### config.mk
export PLATFORM = sky130hd
export DESIGN_NAME = irc_parameter_tokenizer_unit_flat
export DESIGN_NICKNAME = d
export VERILOG_FILES = /design/src/irc_tok_pkg.sv /design/src/irc_tok_in_if.sv /design/src/irc_tok_out_if.sv /design/src/irc_tok_core.sv /design/src/irc_tok_res_fifo.sv /design/src/irc_parameter_tokenizer_unit.sv /design/src/flat_wrapper.sv
export SDC_FILE = /design/constraint.sdc
export NUM_CORES = 1
export LEC_CHECK = 0
export BUFFER_PORTS_ARGS = -buffer_cell sky130_fd_sc_hd__buf_2
export CAP_MARGIN = 20
export CORE_MARGIN = 10
export CORE_UTILIZATION = 30
export CTS_BUF_LIST = sky130_fd_sc_hd__clkbuf_8
export DETAILED_ROUTE_END_ITERATION = 8
export PLACE_DENSITY = 0.53
export SLEW_MARGIN = 30
export SYNTH_ARGS = -nofsm -noshare
export SYNTH_HDL_FRONTEND = slang
export SYNTH_SLANG_ARGS = --single-unit
### constraint.sdc
create_clock -name clk -period 7.9 [get_ports clk]
set_input_delay 0.395 -clock clk [delete_from_list [all_inputs] [get_ports clk]]
set_output_delay 0.395 -clock clk [all_outputs]
set_load 0.01 [all_outputs]
### src/irc_tok_pkg.sv
// Package for the IRC parameter tokenizer: result types, character codes
// and the result builder. No dependencies; used by core, queue, top and bench.
package irc_tok_pkg;

	localparam int unsigned MAX_MESSAGE_BYTES_DEF = 512;
	localparam logic [4:0]  LIMIT_RESET           = 5'd19;
	localparam logic [4:0]  LIMIT_MIN             = 5'd1;
	localparam logic [4:0]  LIMIT_MAX             = 5'd30;
	localparam logic [4:0]  LIMIT_RAW_TOP         = 5'd31;

	localparam logic [7:0]  CH_COLON = 8'h3A;
	localparam logic [7:0]  CH_SPACE = 8'h20;
	localparam logic [7:0]  CH_NUL   = 8'h00;

	localparam int unsigned START_W = 9;
	localparam int unsigned LEN_W   = 10;
	localparam int unsigned IDX_W   = 5;

	// result queue geometry
	localparam int unsigned QUEUE_DEPTH = 4;
	localparam int unsigned QPTR_W      = 2;
	localparam int unsigned QCNT_W      = 3;

	typedef struct packed {
		logic [START_W-1:0] token_start;
		logic [LEN_W-1:0]   token_length;
		logic [IDX_W-1:0]   token_index;
		logic               is_trailing;
		logic               final_token;
		logic               overlong;
	} res_t;

	// results raised by one message byte, in order
	typedef struct packed {
		logic [1:0] num;
		res_t       r0;
		res_t       r1;
	} push_t;

	// build one result, saturating start and length to their field widths
	function automatic res_t mk_res(logic [31:0] start, logic [31:0] len,
					logic [IDX_W-1:0] idx, logic trail, logic fin, logic ovl);
		res_t r;
		r.token_start  = (start > 32'd511) ? 9'd511 : start[START_W-1:0];
		r.token_length = (len > 32'd1023) ? 10'd1023 : len[LEN_W-1:0];
		r.token_index  = idx;
		r.is_trailing  = trail;
		r.final_token  = fin;
		r.overlong     = ovl;
		return r;
	endfunction

endpackage

### src/irc_tok_in_if.sv
// Request channel for message bytes: valid/ready handshake with payload.
// Depends on nothing.
interface irc_tok_in_if;
	logic       valid;
	logic       ready;
	logic [7:0] char_byte;
	logic       end_of_message;

	modport source (output valid, output char_byte, output end_of_message, input ready);
	modport sink (input valid, input char_byte, input end_of_message, output ready);
endinterface

### src/irc_tok_out_if.sv
// Result channel carrying one parameter per request.
// Depends on nothing.
interface irc_tok_out_if;
	logic       valid;
	logic       ready;
	logic [8:0] token_start;
	logic [9:0] token_length;
	logic [4:0] token_index;
	logic       is_trailing;
	logic       final_token;
	logic       overlong;

	modport source (output valid, output token_start, output token_length,
			output token_index, output is_trailing, output final_token,
			output overlong, input ready);
	modport sink (input valid, input token_start, input token_length,
			input token_index, input is_trailing, input final_token,
			input overlong, output ready);
endinterface

### src/irc_tok_core.sv
// Byte scanner: input register, message state and result generation.
// Depends on irc_tok_pkg and irc_tok_in_if.
module irc_tok_core #(
	parameter int unsigned MAX_MESSAGE_BYTES = irc_tok_pkg::MAX_MESSAGE_BYTES_DEF
) (
	input  logic                  clk,
	input  logic                  arst_n,
	input  logic                  cfg_wr_en,
	input  logic [4:0]            cfg_wr_data,
	irc_tok_in_if.sink            msg_in,
	input  logic                  space_ok,
	output irc_tok_pkg::push_t    push
);
	import irc_tok_pkg::*;

	localparam int unsigned OFF_W = $clog2(MAX_MESSAGE_BYTES + 1);
	localparam logic [OFF_W-1:0] OffMax = OFF_W'(MAX_MESSAGE_BYTES);
	localparam logic [OFF_W-1:0] OffOne = OFF_W'(1);

	logic             vld_s1;
	logic [7:0]       byte_s1;
	logic             eom_s1;
	logic             adv;

	logic [4:0]       limit_q;
	logic [4:0]       eff_lim;

	logic [OFF_W-1:0] off_q, ots_q, len_q, trs_q, trl_q;
	logic [OFF_W-1:0] off_n, ots_n, len_n, trs_n, trl_n;
	logic [IDX_W-1:0] seen_q, seen_n;
	logic             open_q, psp_q, intr_q, lim_q, end_q, ovl_q;
	logic             open_n, psp_n, intr_n, lim_n, end_n, ovl_n;

	logic             is_colon, is_space, is_nul, over, absorbing;
	logic             take, do_fin, tb_emit;
	res_t             tb_res, fin_a, fin_b;

	assign adv          = vld_s1 && space_ok;
	assign msg_in.ready = !vld_s1 || adv;

	// input register
	always_ff @(posedge clk or negedge arst_n) begin
		if (!arst_n) begin
			vld_s1 <= 1'b0;
		end else if (msg_in.ready) begin
			vld_s1 <= msg_in.valid;
		end
	end

	always_ff @(posedge clk) begin
		if (msg_in.ready && msg_in.valid) begin
			byte_s1 <= msg_in.char_byte;
			eom_s1  <= msg_in.end_of_message;
		end
	end

	// token limit register
	always_ff @(posedge clk or negedge arst_n) begin
		if (!arst_n) begin
			limit_q <= LIMIT_RESET;
		end else if (cfg_wr_en) begin
			limit_q <= cfg_wr_data;
		end
	end

	// clamp the limit to 1..30
	always_comb begin
		eff_lim = limit_q;
		if (limit_q < LIMIT_MIN) begin
			eff_lim = LIMIT_MIN;
		end else if (limit_q == LIMIT_RAW_TOP) begin
			eff_lim = LIMIT_MAX;
		end
	end

	// next message state for the byte in s1
	always_comb begin
		off_n  = off_q;
		ots_n  = ots_q;
		len_n  = len_q;
		open_n = open_q;
		seen_n = seen_q;
		psp_n  = psp_q;
		intr_n = intr_q;
		lim_n  = lim_q;
		end_n  = end_q;
		ovl_n  = ovl_q;
		trs_n  = trs_q;
		trl_n  = trl_q;
		tb_emit = 1'b0;

		is_colon  = (byte_s1 == CH_COLON);
		is_space  = (byte_s1 == CH_SPACE);
		is_nul    = (byte_s1 == CH_NUL);
		over      = (off_q >= OffMax);
		absorbing = !intr_q && !lim_q && (seen_q >= eff_lim);
		take      = !end_q && !over && !is_nul;
		do_fin    = !end_q && (eom_s1 || (!over && is_nul));

		// bytes past the buffer only mark the message
		if (!end_q && over) begin
			ovl_n = 1'b1;
		end
		// zero byte ends the message; later bytes wait for the end marker
		if (!end_q && !over && is_nul && !eom_s1) begin
			end_n = 1'b1;
		end

		if (take) begin
			if (!lim_q) begin
				priority if (intr_q) begin
					trl_n = trl_q + OffOne;
				end else if (is_colon && psp_q && (off_q != '0)) begin
					if (absorbing && ((off_q - OffOne) > ots_q)) begin
						len_n = off_q - OffOne - ots_q;
						lim_n = 1'b1;
					end else begin
						if (absorbing) begin
							len_n = '0;
						end
						intr_n = 1'b1;
						trs_n  = off_q + OffOne;
						trl_n  = '0;
					end
				end else if (absorbing) begin
					len_n = len_q + OffOne;
				end else if (is_space) begin
					open_n = 1'b0;
				end else if (open_q) begin
					len_n = len_q + OffOne;
				end else begin
					tb_emit = 1'b1;
					seen_n  = seen_q + 5'd1;
					ots_n   = off_q;
					len_n   = OffOne;
					open_n  = 1'b1;
				end
			end
			psp_n = is_space;
			off_n = off_q + OffOne;
		end
	end

	// results: a closed token, then the final one or two parameters
	always_comb begin
		tb_res = mk_res(32'(ots_q), 32'(len_q), seen_q - 5'd1, 1'b0, 1'b0, ovl_q);
		fin_a  = mk_res(32'(ots_n), 32'(len_n), seen_n - 5'd1, 1'b0, !intr_n, ovl_n);
		fin_b  = mk_res(32'(trs_n), 32'(trl_n), seen_n, 1'b1, 1'b1, ovl_n);

		push.num = 2'd0;
		push.r0  = fin_a;
		push.r1  = fin_b;
		if (adv) begin
			if (tb_emit) begin
				push.r0  = tb_res;
				push.r1  = fin_a;
				push.num = do_fin ? 2'd2 : 2'd1;
			end else if (do_fin) begin
				push.num = intr_n ? 2'd2 : 2'd1;
			end
		end
	end

	// message state; the end of a message puts it back to reset
	always_ff @(posedge clk or negedge arst_n) begin
		if (!arst_n) begin
			off_q  <= '0;
			ots_q  <= '0;
			len_q  <= '0;
			open_q <= 1'b1;
			seen_q <= 5'd1;
			psp_q  <= 1'b0;
			intr_q <= 1'b0;
			lim_q  <= 1'b0;
			end_q  <= 1'b0;
			ovl_q  <= 1'b0;
			trs_q  <= '0;
			trl_q  <= '0;
		end else if (adv) begin
			if (eom_s1) begin
				off_q  <= '0;
				ots_q  <= '0;
				len_q  <= '0;
				open_q <= 1'b1;
				seen_q <= 5'd1;
				psp_q  <= 1'b0;
				intr_q <= 1'b0;
				lim_q  <= 1'b0;
				end_q  <= 1'b0;
				ovl_q  <= 1'b0;
				trs_q  <= '0;
				trl_q  <= '0;
			end else begin
				off_q  <= off_n;
				ots_q  <= ots_n;
				len_q  <= len_n;
				open_q <= open_n;
				seen_q <= seen_n;
				psp_q  <= psp_n;
				intr_q <= intr_n;
				lim_q  <= lim_n;
				end_q  <= end_n;
				ovl_q  <= ovl_n;
				trs_q  <= trs_n;
				trl_q  <= trl_n;
			end
		end
	end

endmodule

### src/irc_tok_res_fifo.sv
// Four-entry result queue: up to two results in a cycle, one out when ready.
// Depends on irc_tok_pkg and irc_tok_out_if.
module irc_tok_res_fifo (
	input  logic               clk,
	input  logic               arst_n,
	input  irc_tok_pkg::push_t push,
	output logic               space_ok,
	irc_tok_out_if.source      tok_out
);
	import irc_tok_pkg::*;

	res_t              mem_q [QUEUE_DEPTH];
	logic [QPTR_W-1:0] wr_q, rd_q;
	logic [QCNT_W-1:0] cnt_q;
	logic              pop;
	res_t              head;

	assign space_ok = (cnt_q <= QCNT_W'(QUEUE_DEPTH - 2));
	assign pop      = tok_out.valid && tok_out.ready;
	assign head     = mem_q[rd_q];

	assign tok_out.valid        = (cnt_q != '0);
	assign tok_out.token_start  = head.token_start;
	assign tok_out.token_length = head.token_length;
	assign tok_out.token_index  = head.token_index;
	assign tok_out.is_trailing  = head.is_trailing;
	assign tok_out.final_token  = head.final_token;
	assign tok_out.overlong     = head.overlong;

	// pointers and fill count
	always_ff @(posedge clk or negedge arst_n) begin
		if (!arst_n) begin
			wr_q  <= '0;
			rd_q  <= '0;
			cnt_q <= '0;
		end else begin
			wr_q  <= wr_q + QPTR_W'(push.num);
			rd_q  <= rd_q + QPTR_W'(pop);
			cnt_q <= cnt_q + QCNT_W'(push.num) - QCNT_W'(pop);
		end
	end

	// result storage
	always_ff @(posedge clk) begin
		if (push.num != 2'd0) begin
			mem_q[wr_q] <= push.r0;
		end
		if (push.num == 2'd2) begin
			mem_q[wr_q + QPTR_W'(1)] <= push.r1;
		end
	end

endmodule

### src/irc_parameter_tokenizer_unit.sv
// IRC parameter tokenizer, top level: wires the byte scanner to the result queue.
// Depends on irc_tok_pkg, the two channel interfaces, irc_tok_core and irc_tok_res_fifo.
//
// Takes one message byte per clock and reports each parameter as start offset
// and length, token 0 first, the colon-introduced trailing parameter last. A
// byte enters the input register when that register is empty or moving on and
// is scanned from there once the queue has room; its results are registered
// into a four-entry queue that feeds the result channel. The scan keeps one
// byte per cycle as long as the queue has two free entries; a byte that closes
// a token and ends the message, or ends a message with a trailing parameter,
// gives two results, and the result channel moves one request per cycle.
// token_limit must be written through cfg_wr_en/cfg_wr_data only while no
// message is in flight; the user is bound to this, the block does not enforce it.
module irc_parameter_tokenizer_unit #(
	parameter int unsigned MAX_MESSAGE_BYTES = irc_tok_pkg::MAX_MESSAGE_BYTES_DEF
) (
	input  logic          clk,
	input  logic          arst_n,
	input  logic          cfg_wr_en,
	input  logic [4:0]    cfg_wr_data,
	irc_tok_in_if.sink    msg_in,
	irc_tok_out_if.source tok_out
);
	import irc_tok_pkg::*;

	push_t push;
	logic  space_ok;

	irc_tok_core #(
		.MAX_MESSAGE_BYTES(MAX_MESSAGE_BYTES)
	) u_core (
		.clk        (clk),
		.arst_n     (arst_n),
		.cfg_wr_en  (cfg_wr_en),
		.cfg_wr_data(cfg_wr_data),
		.msg_in     (msg_in),
		.space_ok   (space_ok),
		.push       (push)
	);

	irc_tok_res_fifo u_fifo (
		.clk     (clk),
		.arst_n  (arst_n),
		.push    (push),
		.space_ok(space_ok),
		.tok_out (tok_out)
	);

endmodule

### src/flat_wrapper.sv
// flat-port wrapper written by rule: the top's interface ports become plain ports
module irc_parameter_tokenizer_unit_flat import irc_tok_pkg::*;
#(
	parameter int unsigned MAX_MESSAGE_BYTES = irc_tok_pkg::MAX_MESSAGE_BYTES_DEF
)
  (clk, arst_n, cfg_wr_en, cfg_wr_data, msg_in_valid, msg_in_char_byte, msg_in_end_of_message, msg_in_ready, tok_out_valid, tok_out_token_start, tok_out_token_length, tok_out_token_index, tok_out_is_trailing, tok_out_final_token, tok_out_overlong, tok_out_ready);
  irc_tok_in_if msg_in_i ();
  irc_tok_out_if tok_out_i ();
  input  logic clk;
  input  logic arst_n;
  input  logic cfg_wr_en;
  input  logic [4:0] cfg_wr_data;
  input wire logic [$bits(msg_in_i.valid)-1:0] msg_in_valid;
  input wire logic [$bits(msg_in_i.char_byte)-1:0] msg_in_char_byte;
  input wire logic [$bits(msg_in_i.end_of_message)-1:0] msg_in_end_of_message;
  output wire logic [$bits(msg_in_i.ready)-1:0] msg_in_ready;
  output wire logic [$bits(tok_out_i.valid)-1:0] tok_out_valid;
  output wire logic [$bits(tok_out_i.token_start)-1:0] tok_out_token_start;
  output wire logic [$bits(tok_out_i.token_length)-1:0] tok_out_token_length;
  output wire logic [$bits(tok_out_i.token_index)-1:0] tok_out_token_index;
  output wire logic [$bits(tok_out_i.is_trailing)-1:0] tok_out_is_trailing;
  output wire logic [$bits(tok_out_i.final_token)-1:0] tok_out_final_token;
  output wire logic [$bits(tok_out_i.overlong)-1:0] tok_out_overlong;
  input wire logic [$bits(tok_out_i.ready)-1:0] tok_out_ready;
  assign msg_in_i.valid = msg_in_valid;
  assign msg_in_i.char_byte = msg_in_char_byte;
  assign msg_in_i.end_of_message = msg_in_end_of_message;
  assign msg_in_ready = msg_in_i.ready;
  assign tok_out_valid = tok_out_i.valid;
  assign tok_out_token_start = tok_out_i.token_start;
  assign tok_out_token_length = tok_out_i.token_length;
  assign tok_out_token_index = tok_out_i.token_index;
  assign tok_out_is_trailing = tok_out_i.is_trailing;
  assign tok_out_final_token = tok_out_i.final_token;
  assign tok_out_overlong = tok_out_i.overlong;
  assign tok_out_i.ready = tok_out_ready;
  irc_parameter_tokenizer_unit #(.MAX_MESSAGE_BYTES(MAX_MESSAGE_BYTES)) u_core (.clk(clk), .arst_n(arst_n), .cfg_wr_en(cfg_wr_en), .cfg_wr_data(cfg_wr_data), .msg_in(msg_in_i), .tok_out(tok_out_i));
endmodule
After elaboration in Yosys (flattened, before gate mapping). Memories as Yosys holds them, arrays and structs flattened. Cells that the tools add are included.

$add $sub $neg: 13. Order comparisons: 8. Equality and inequality tests: 8. Mux-type cells: 87. Reduce and logical (&&, ||, !) cells: 34.

Operator list (count): $mux 10 (32); $mux 56 (1); $mux 54 (1); $mux 5 (10); $mux 1 (36); $add 10x1->10 const B (3); $gt 10x9->1 const B (3); $mux 9 (3); $eq 8x6->1 const B (2); $logic_and 1x1->1 (15); $ge 10x10->1 const B (1); $gt 10x10->1 (1); $reduce_bool 10->1 (1); $sub 10x1->10 const B (1); $sub 10x10->10 (1); $sub 5x1->5 const B (2); $logic_not 1->1 (8); $logic_not 8->1 (1); $mux 2 (4); $ne 2x2->1 const B (4); $reduce_and 6->1 (1); $reduce_bool 2->1 (3); $add 5x1->5 const B (1); $eq 5x5->1 const B (1); other kinds (12) (14).

Register bits after elaboration: 83. Bits in writable memories: 108. Bits of input ports: 19. Output and inout bits: 29. Word-level logic and storage cells: 170. Memories kept: 1.

Memories: u_core.u_fifo.mem_q (words 4, bits a word 27, rd ports 1, clocked after memory_dff 0, wr ports 2, line irc_tok_res_fifo.sv:12) `res_t mem_q [QUEUE_DEPTH];`.

Logic depth before layout (Yosys ltp). Gate-level depths: netlist of run 1.

Depth after elaboration: 18. Mapped depth: 21. Gate-level depth less buffers: 20.

Modules after synthesis. From an unflattened synthesis of run 1, not the netlist that was laid out.

Cells, all modules: 1064. Area total of the unflattened synthesis: 11807.6 um^2.

By module, submodules not included: irc_tok_core (instances 1, cells each 758, area each 6129.6 um^2); irc_tok_res_fifo (instances 1, cells each 306, area each 5677.9 um^2).

Worst setup path before layout of run 1. OpenSTA, ideal clock, no wires.

Kind: flip-flop to flip-flop. Start: reg u_core.u_core.off_q[0]. End: mem u_core.u_fifo.mem_q[1][0] (netlist name) (enable). Library setup time: 0.445 ns. Arrival: 4.859 ns. Required time: 7.455 ns. Path slack: 2.596 ns. Stages on the path, launching flop included: 17. Buffers on the path: 2. Clock period less this slack: 5.304 ns. Cell sequence: dfrtp_1 > clkbuf_1 > inv_1 > ha_1 > nor2b_1 > nand2_1 > nor2_1 > xor2_1 > ha_1 > nand4_1 > o32a_1 > o211a_1 > a21o_1 > buf_6 > a21oi_4 > o21ai_0 > nor3_1.

RTL lines: start, declared (line irc_tok_core.sv:28) `logic [OFF_W-1:0] off_q, ots_q, len_q, trs_q, trl_q;`; start signal, assigned (line irc_tok_core.sv:194) `off_q <= off_n;`; end, declared (line irc_tok_res_fifo.sv:12).

==> impl_metrics.py, run 1 <==
metrics = {
    "run_status": {
        "status": "finished clean",
    },
    "clock_network": {
        "root_buffer": "clkbuf_8",
        "clock_latency_ps": 520,
        "clock-sinks": 191,
        "clk_pin_slew_ps": 120,
        "ctsResizeCount": 0,
        "clockBufferDepth": 2,
        "cts_max_level": 4,
        "cts_tree": "yes",
        "numCtsBuffers": 17,
    },
    "timing": {
        "finalSetupViolCount": 0,
        "fmax_ghz": 0.209,
        "setup_slack_ps": 3100,
        "relSlewSlack_pct": 39.5,
        "finalSetupTns_ps": 0,
        "whs_ps": 43.7,
        "fin_skew_ps": 25.6,
        "rsz0062_at_grt": "no",
        "worst_pin_slew_ps": 900,
        "min_period_over_period_pct": 60.7,
        "finalMaxSlewViolations": 0,
        "min_period_ps": 4800,
        "hold_violations": 0,
    },
    "floorplanning": {
        "die_h_microns": 220,
        "die_x_microns": 220,
        "start_util_pct": 30.3,
        "fp-row-count": 73,
        "die-area_sq_um": 48600,
        "io_pins": 48,
        "core_sq_um": 39700,
    },
    "routing": {
        "wl_met3_microns": 2420,
        "wl_microns": 37100,
        "drtIter0Drc": 825,
        "first_pass_iters": 5,
        "routedWlPerCell_microns": 21.5,
        "met2RoutedLength_microns": 16300,
        "via_per_inst": 5.47,
        "ant_nets": 0,
        "met1Wirelength_microns": 17700,
        "drt_drc_violations_left": 0,
        "top_layer_used": "met4",
        "vias": 9412,
    },
    "grt": {
        "antenna_found_initial": 1,
        "grt_pass1_wl_microns": 56500,
        "grt_max_degree": 57,
        "grt_pass1_vias": 8925,
        "grt_overflow": 0,
        "grt.total_usage_pct": 15.3,
    },
    "synth": {
        "ys_ff_latch": 191,
        "yosys_warnings": 0,
        "synth_nets": 1219,
        "syn_inst": 1171,
        "synth.yosys.seq_area_share_pct": 44.5,
        "synthArstFlopShare_pct": 38.7,
        "synthDistinctLibCells": 95,
        "synth_flop_cell": "edfxtp_1",
        "synth-edff-count": 117,
        "syn_area_sq_um": 12100,
        "synth_area_per_cell_sq_um": 10.3,
    },
    "pwr": {
        "powerDensity_nw_per_um2": 294,
        "pwr-share-clk_pct": 18.0,
        "p_sw_w": 0.00165,
        "p_leak_nw": 4.90,
        "seqPwrFrac_pct": 36.6,
        "netSwitchingFraction_pct": 42.6,
        "internal_power_w": 0.00223,
        "total_power_w": 0.00388,
        "combPwrFrac_pct": 45.4,
        "peakVddDrop_uv": 138,
    },
    "finish": {
        "fill_cells": 4023,
        "antenna_cells": 0,
        "layout_commonest_cell": "edfxtp_1",
        "area_growth_syn_to_layout_pct": 9.21,
        "drive_above_1_share_pct": 17.8,
        "fin_util_pct": 33.1,
        "nets": 1231,
        "final_cell_mix": "edfxtp_1 (117), nand2_1 (115), o21ai_0 (115), a21oi_1 (79), dfrtp_1 (67)",
    },
    "placed_design": {
        "dp_hpwl_microns": 25700,
        "place.gp.congestion": 0.942,
        "port_buffers": 47,
        "place_ws_ps": 3200,
    },
    "critical_path": {
        "worstSetupPathType": "reg -> reg",
        "crit_slowest_cell": "mux2i_1",
        "crit_path_start_kind": "flop",
        "cp_max_fo": 17,
        "cpLargestDelayFamily": "simple AND/OR/NAND/NOR gates",
        "required_ps": 8140,
        "end_kind": "flop",
        "slowest_delay_ps": 740,
        "r2r_slack_ps": 3100,
        "cp_cell_sequence": "nor4_4 -> nand3b_1 -> or3_1 -> xnor2_1 -> ha_1 -> nand4_1 -> o32a_1 -> o211a_1 -> a21oi_2 -> buf_4 -> mux2i_1 -> nand4_1 -> o21ai_0 -> mux2i_1",
        "critPathArrivalTime_ps": 5040,
        "cp_num_buf_inv": 1,
    },
    "hold_path": {
        "min_path_type": "in -> reg",
    },
    "run": {
        "cap_viol_max_count": 0,
    },
}
==> cells by family (layout without fill, tap and decap cells) <==
logic type	count (synthesis)	count (layout)	synth area share [%]
flops	191	191	44.5
mux	76	76	9.20
simple gates	329	329	14.0
fa+ha+maj	29	29	3.13
buf+inv	120	145	4.67
compound gates	380	380	21.0
xor+xnor	46	46	3.40
==> final timing paths <==
path,startpoint,to,depth (start not counted)
max in group asynchronous,arst_n,u_core.u_core.trl_q[1],3
max,u_core.u_core.off_q[4],u_core.u_fifo.mem_q[3][19],14
min in group asynchronous,arst_n,u_core.u_core.end_q,2
max reg2reg,u_core.u_core.off_q[4],u_core.u_fifo.mem_q[3][19],14
min reg2reg,u_core.u_core.trs_q[5],u_core.u_core.trs_q[5],2
min,msg_in_char_byte[6],u_core.u_core.byte_s1[6],1
==> area by class of cell <==
class	count	area [sq um]	share of cell area, %
tap	525	657	4.99
inverter	42	158	1.20
multi-input combinational	860	6150	46.7
sequential	191	5370	40.8
timing repair buffer	71	420	3.19
clock buffer	17	234	1.78
clock inverter	15	179	1.36
==> stage by stage <==
stage	std cells	area, sq um
2_1_floorplan	1171	12100
3_3_place_gp	1687	12700
3_5_place_dp	1688	12700
4_1_cts	1721	13200
5_1_grt	1721	13200
6_report	1721	13200
==> repair_timing <==
| item | CTS | global route |
|---|---|---|
| hold buffers | 1 | 0 |
| buffers inserted | 0 | 0 |
| hold endpoints to repair | 25 | 0 |
==> power by group through the flow <==
stage	registers [W]	logic, W	clock network, W
2_1_floorplan	0.00133	0.00130	0
3_3_place_gp	0.00143	0.00178	0
3_5_place_dp	0.00144	0.00177	0
4_1_cts	0.00142	0.00178	0.000713
5_1_grt	0.00144	0.00193	0.000750
6_report	0.00142	0.00176	0.000697
==> metal layers <==
metal / vias to the layer above / track usage, %
met5: - / 0
met4: 0 / 4.18
met3: 35 / 2.77
met2: 293 / 22.9
met1: 4663 / 22.2
li1: 4421 / -
==> sequential cells by signal, indices dropped and copies added, names as in the netlist, 8 cells and up <==
| signal | count |
|---|---|
| u_core.u_core.off_q | 10 |
| u_core.u_core.trl_q | 10 |
| u_core.u_core.trs_q | 10 |
| u_core.u_core.byte_s1 | 8 |
| u_core.u_core.len_q | 10 |
| u_core.u_core.ots_q | 10 |
| u_core.u_fifo.mem_q | 108 |
==> cells in the mapped netlist (all sizes together) (12+ instances only) <==
library cell | n | area, sq um
nor2 | 68 | 275
nand3 | 42 | 220
o21ai | 123 | 631
o211ai | 13 | 116
nand2 | 118 | 453
a31oi | 23 | 178
xor2 | 16 | 140
o31ai | 12 | 104
xnor2 | 30 | 270
nor3 | 23 | 153
clkbuf | 40 | 150
a22oi | 26 | 195
dfrtp | 69 | 1730
buf | 38 | 255
mux4 | 27 | 608
a21o | 20 | 151
and3 | 12 | 75.1
mux2i | 40 | 400
a21oi | 85 | 459
edfxtp | 117 | 3510
inv | 42 | 158
o22ai | 15 | 93.8
ha | 27 | 338
(Power assumes the default switching activity.)
==> run 2, diff against run 1 <==
--- a/config.mk
+++ b/config.mk
@@ -11,7 +11,7 @@
 export CORE_UTILIZATION = 30
 export CTS_BUF_LIST = sky130_fd_sc_hd__clkbuf_8
 export DETAILED_ROUTE_END_ITERATION = 8
-export PLACE_DENSITY = 0.53
+export PLACE_DENSITY = 0.54
 export SLEW_MARGIN = 30
 export SYNTH_ARGS = -nofsm -noshare
 export SYNTH_HDL_FRONTEND = slang
==> constraint.sdc (replaced) <==
create_clock -name clk -period 4 [get_ports clk]
set_input_delay 0.2 -clock clk [delete_from_list [all_inputs] [get_ports clk]]
set_output_delay 0.2 -clock clk [all_outputs]
set_load 0.01 [all_outputs]
==> impl_metrics.py, run 2 (synthesis results as in run 1) <==
metrics = {
    "grt": {
        "grt_max_degree": 50,
        "grt_pass1_wl_microns": 56900,
        "grt_pass1_vias": 9461,
        "grt_overflow": 0,
        "grt.total_usage_pct": 15.2,
        "antenna_found_initial": 0,
    },
    "routing": {
        "drtIter0Drc": 1018,
        "via_per_inst": 5.37,
        "drt_drc_violations_left": 0,
        "routedWlPerCell_microns": 20.1,
        "vias": 9698,
        "wl_microns": 36400,
        "first_pass_iters": 5,
        "ant_nets": 0,
    },
    "critical_path": {
        "crit_path_start_kind": "flop",
        "critPathArrivalTime_ps": 4310,
        "slowest_delay_ps": 420,
        "cp_cell_sequence": "nor4_4 -> nand3b_1 -> or3_1 -> xnor2_1 -> ha_1 -> nand4_1 -> o32a_1 -> o211a_4 -> a21o_1 -> a21oi_4 -> nand2_2 -> ha_1 -> inv_1 -> fa_2 -> xnor2_2 -> xnor2_1",
        "required_ps": 4400,
        "end_kind": "flop",
        "crit_slowest_cell": "dfrtp_1",
        "cp_max_fo": 4,
        "reg2reg_depth": 16,
        "worstSetupPathType": "reg -> reg",
    },
    "floorplanning": {
        "io_pins": 48,
        "die_h_microns": 220,
        "start_util_pct": 30.3,
        "die-area_sq_um": 48600,
        "die_x_microns": 220,
        "fp-row-count": 73,
        "core_sq_um": 39700,
    },
    "placed_design": {
        "dp_hpwl_microns": 26500,
        "place_ws_ps": -58.3,
        "port_buffers": 47,
        "place.gp.congestion": 0.907,
        "placed_cell_area_sq_um": 13300,
    },
    "pwr": {
        "internal_power_w": 0.00459,
        "p_leak_nw": 5.35,
        "netSwitchingFraction_pct": 41.7,
        "seqPwrFrac_pct": 35.5,
        "total_power_w": 0.00787,
        "p_sw_w": 0.00328,
        "combPwrFrac_pct": 48.0,
        "peakVddDrop_uv": 288,
        "powerDensity_nw_per_um2": 558,
        "pwr-share-clk_pct": 16.5,
    },
    "finish": {
        "drive_above_1_share_pct": 23.2,
        "final_cell_mix": "edfxtp_1 (117), nand2_1 (114), o21ai_0 (102), a21oi_1 (79), buf_4 (79)",
        "layout_commonest_cell": "edfxtp_1",
        "antenna_cells": 0,
        "top_register": "u_core.u_fifo.mem_q",
        "nets": 1318,
        "area_growth_syn_to_layout_pct": 16.9,
        "fin_area_sq_um": 14100,
        "fill_cells": 3949,
        "largest_register_ffs": 108,
    },
    "timing": {
        "rsz0062_at_grt": "yes",
        "finalMaxSlewViolations": 0,
        "setup_slack_ps": 94.0,
        "hold_violations": 0,
        "min_period_ps": 3910,
        "worst_pin_slew_ps": 894,
        "fmax_ghz": 0.256,
        "whs_ps": 76.5,
        "fin_skew_ps": 30.8,
        "min_period_over_period_pct": 97.7,
        "relSlewSlack_pct": 40.4,
        "finalSetupViolCount": 0,
    },
    "hold_path": {
        "min_path_type": "in -> reg",
        "holdPathStages": 2,
    },
    "clock_network": {
        "clockBufferDepth": 2,
        "clock_latency_ps": 510,
        "cts_tree": "yes",
        "numCtsBuffers": 17,
        "clock-sinks": 191,
        "root_buffer": "clkbuf_8",
        "cts_max_level": 4,
        "clk_pin_slew_ps": 110,
    },
    "run_status": {
        "status": "finished clean",
    },
    "run": {
        "cap_viol_max_count": 0,
    },
}
[run 2: critical path, delay by kind of cell, from the launching register on]
family,cells,cell delay [ps]
AOI/OAI and AO/OA,4,930
xor gates and xnor gates,3,400
adders and majority gates,3,1020
buffers and inverters,1,50
DFF,1,420
and+or+nand+nor,5,990
[run 2: area by class of cell]
type | instances | area (sq um) | area share, %
multi-input cells | 860 | 6280 | 44.6
flip-flops and latches | 191 | 5380 | 38.1
repair buffers | 158 | 1240 | 8.77
well taps | 525 | 657 | 4.66
clock buffers | 17 | 234 | 1.66
inverters | 42 | 158 | 1.12
clock inverters | 14 | 153 | 1.08
[run 2: timing repair]
item                                    in CTS  in global routing
endpoints found under the setup margin       2                 36
pin swaps                                    0                  9
buffers inserted                             0                  2
hold endpoints to repair                    45                  0
resized for setup                            2                 36
hold buffers                                23                  0
[run 2: path summary, 6_finish.rpt]
path                                   startpoint                       end  slack, ps
max                        u_core.u_core.off_q[5]    u_core.u_fifo.cnt_q[2]         90
max in group asynchronous                  arst_n    u_core.u_core.trl_q[9]       2810
min in group asynchronous                  arst_n  u_core.u_core.limit_q[2]        200
min                                     cfg_wr_en  u_core.u_core.limit_q[0]         80
min reg2reg                u_core.u_fifo.cnt_q[2]    u_core.u_fifo.cnt_q[2]        500
max reg2reg                u_core.u_core.off_q[5]    u_core.u_fifo.cnt_q[2]         90
[run 2: through the flow]
stage	cells	utilization, %	TNS [ps]
after global routing	1807	35.5	-762
after floorplan	1171	-	-48.6
after detailed placement	1751	33.6	-58.3
after CTS	1805	35.1	0
final	1807	35.5	0
after global placement	1751	33.6	-17.4
[run 2: per-layer routing]
metal  part of all wire, %  global-route usage, %
met1                    48                   21.6
met4                   1.4                   3.70
met3                   5.6                   2.76
met5                     0                      0
met2                    45                   23.3
[run 2: power groups by stage]
stage | clock network [W] | registers [W] | logic, W
global placement | 0 | 0.00284 | 0.00363
CTS | 0.00133 | 0.00281 | 0.00371
floorplan | 0 | 0.00263 | 0.00260
detailed placement | 0 | 0.00285 | 0.00364
finish | 0.00130 | 0.00280 | 0.00378
global route | 0.00142 | 0.00286 | 0.00416
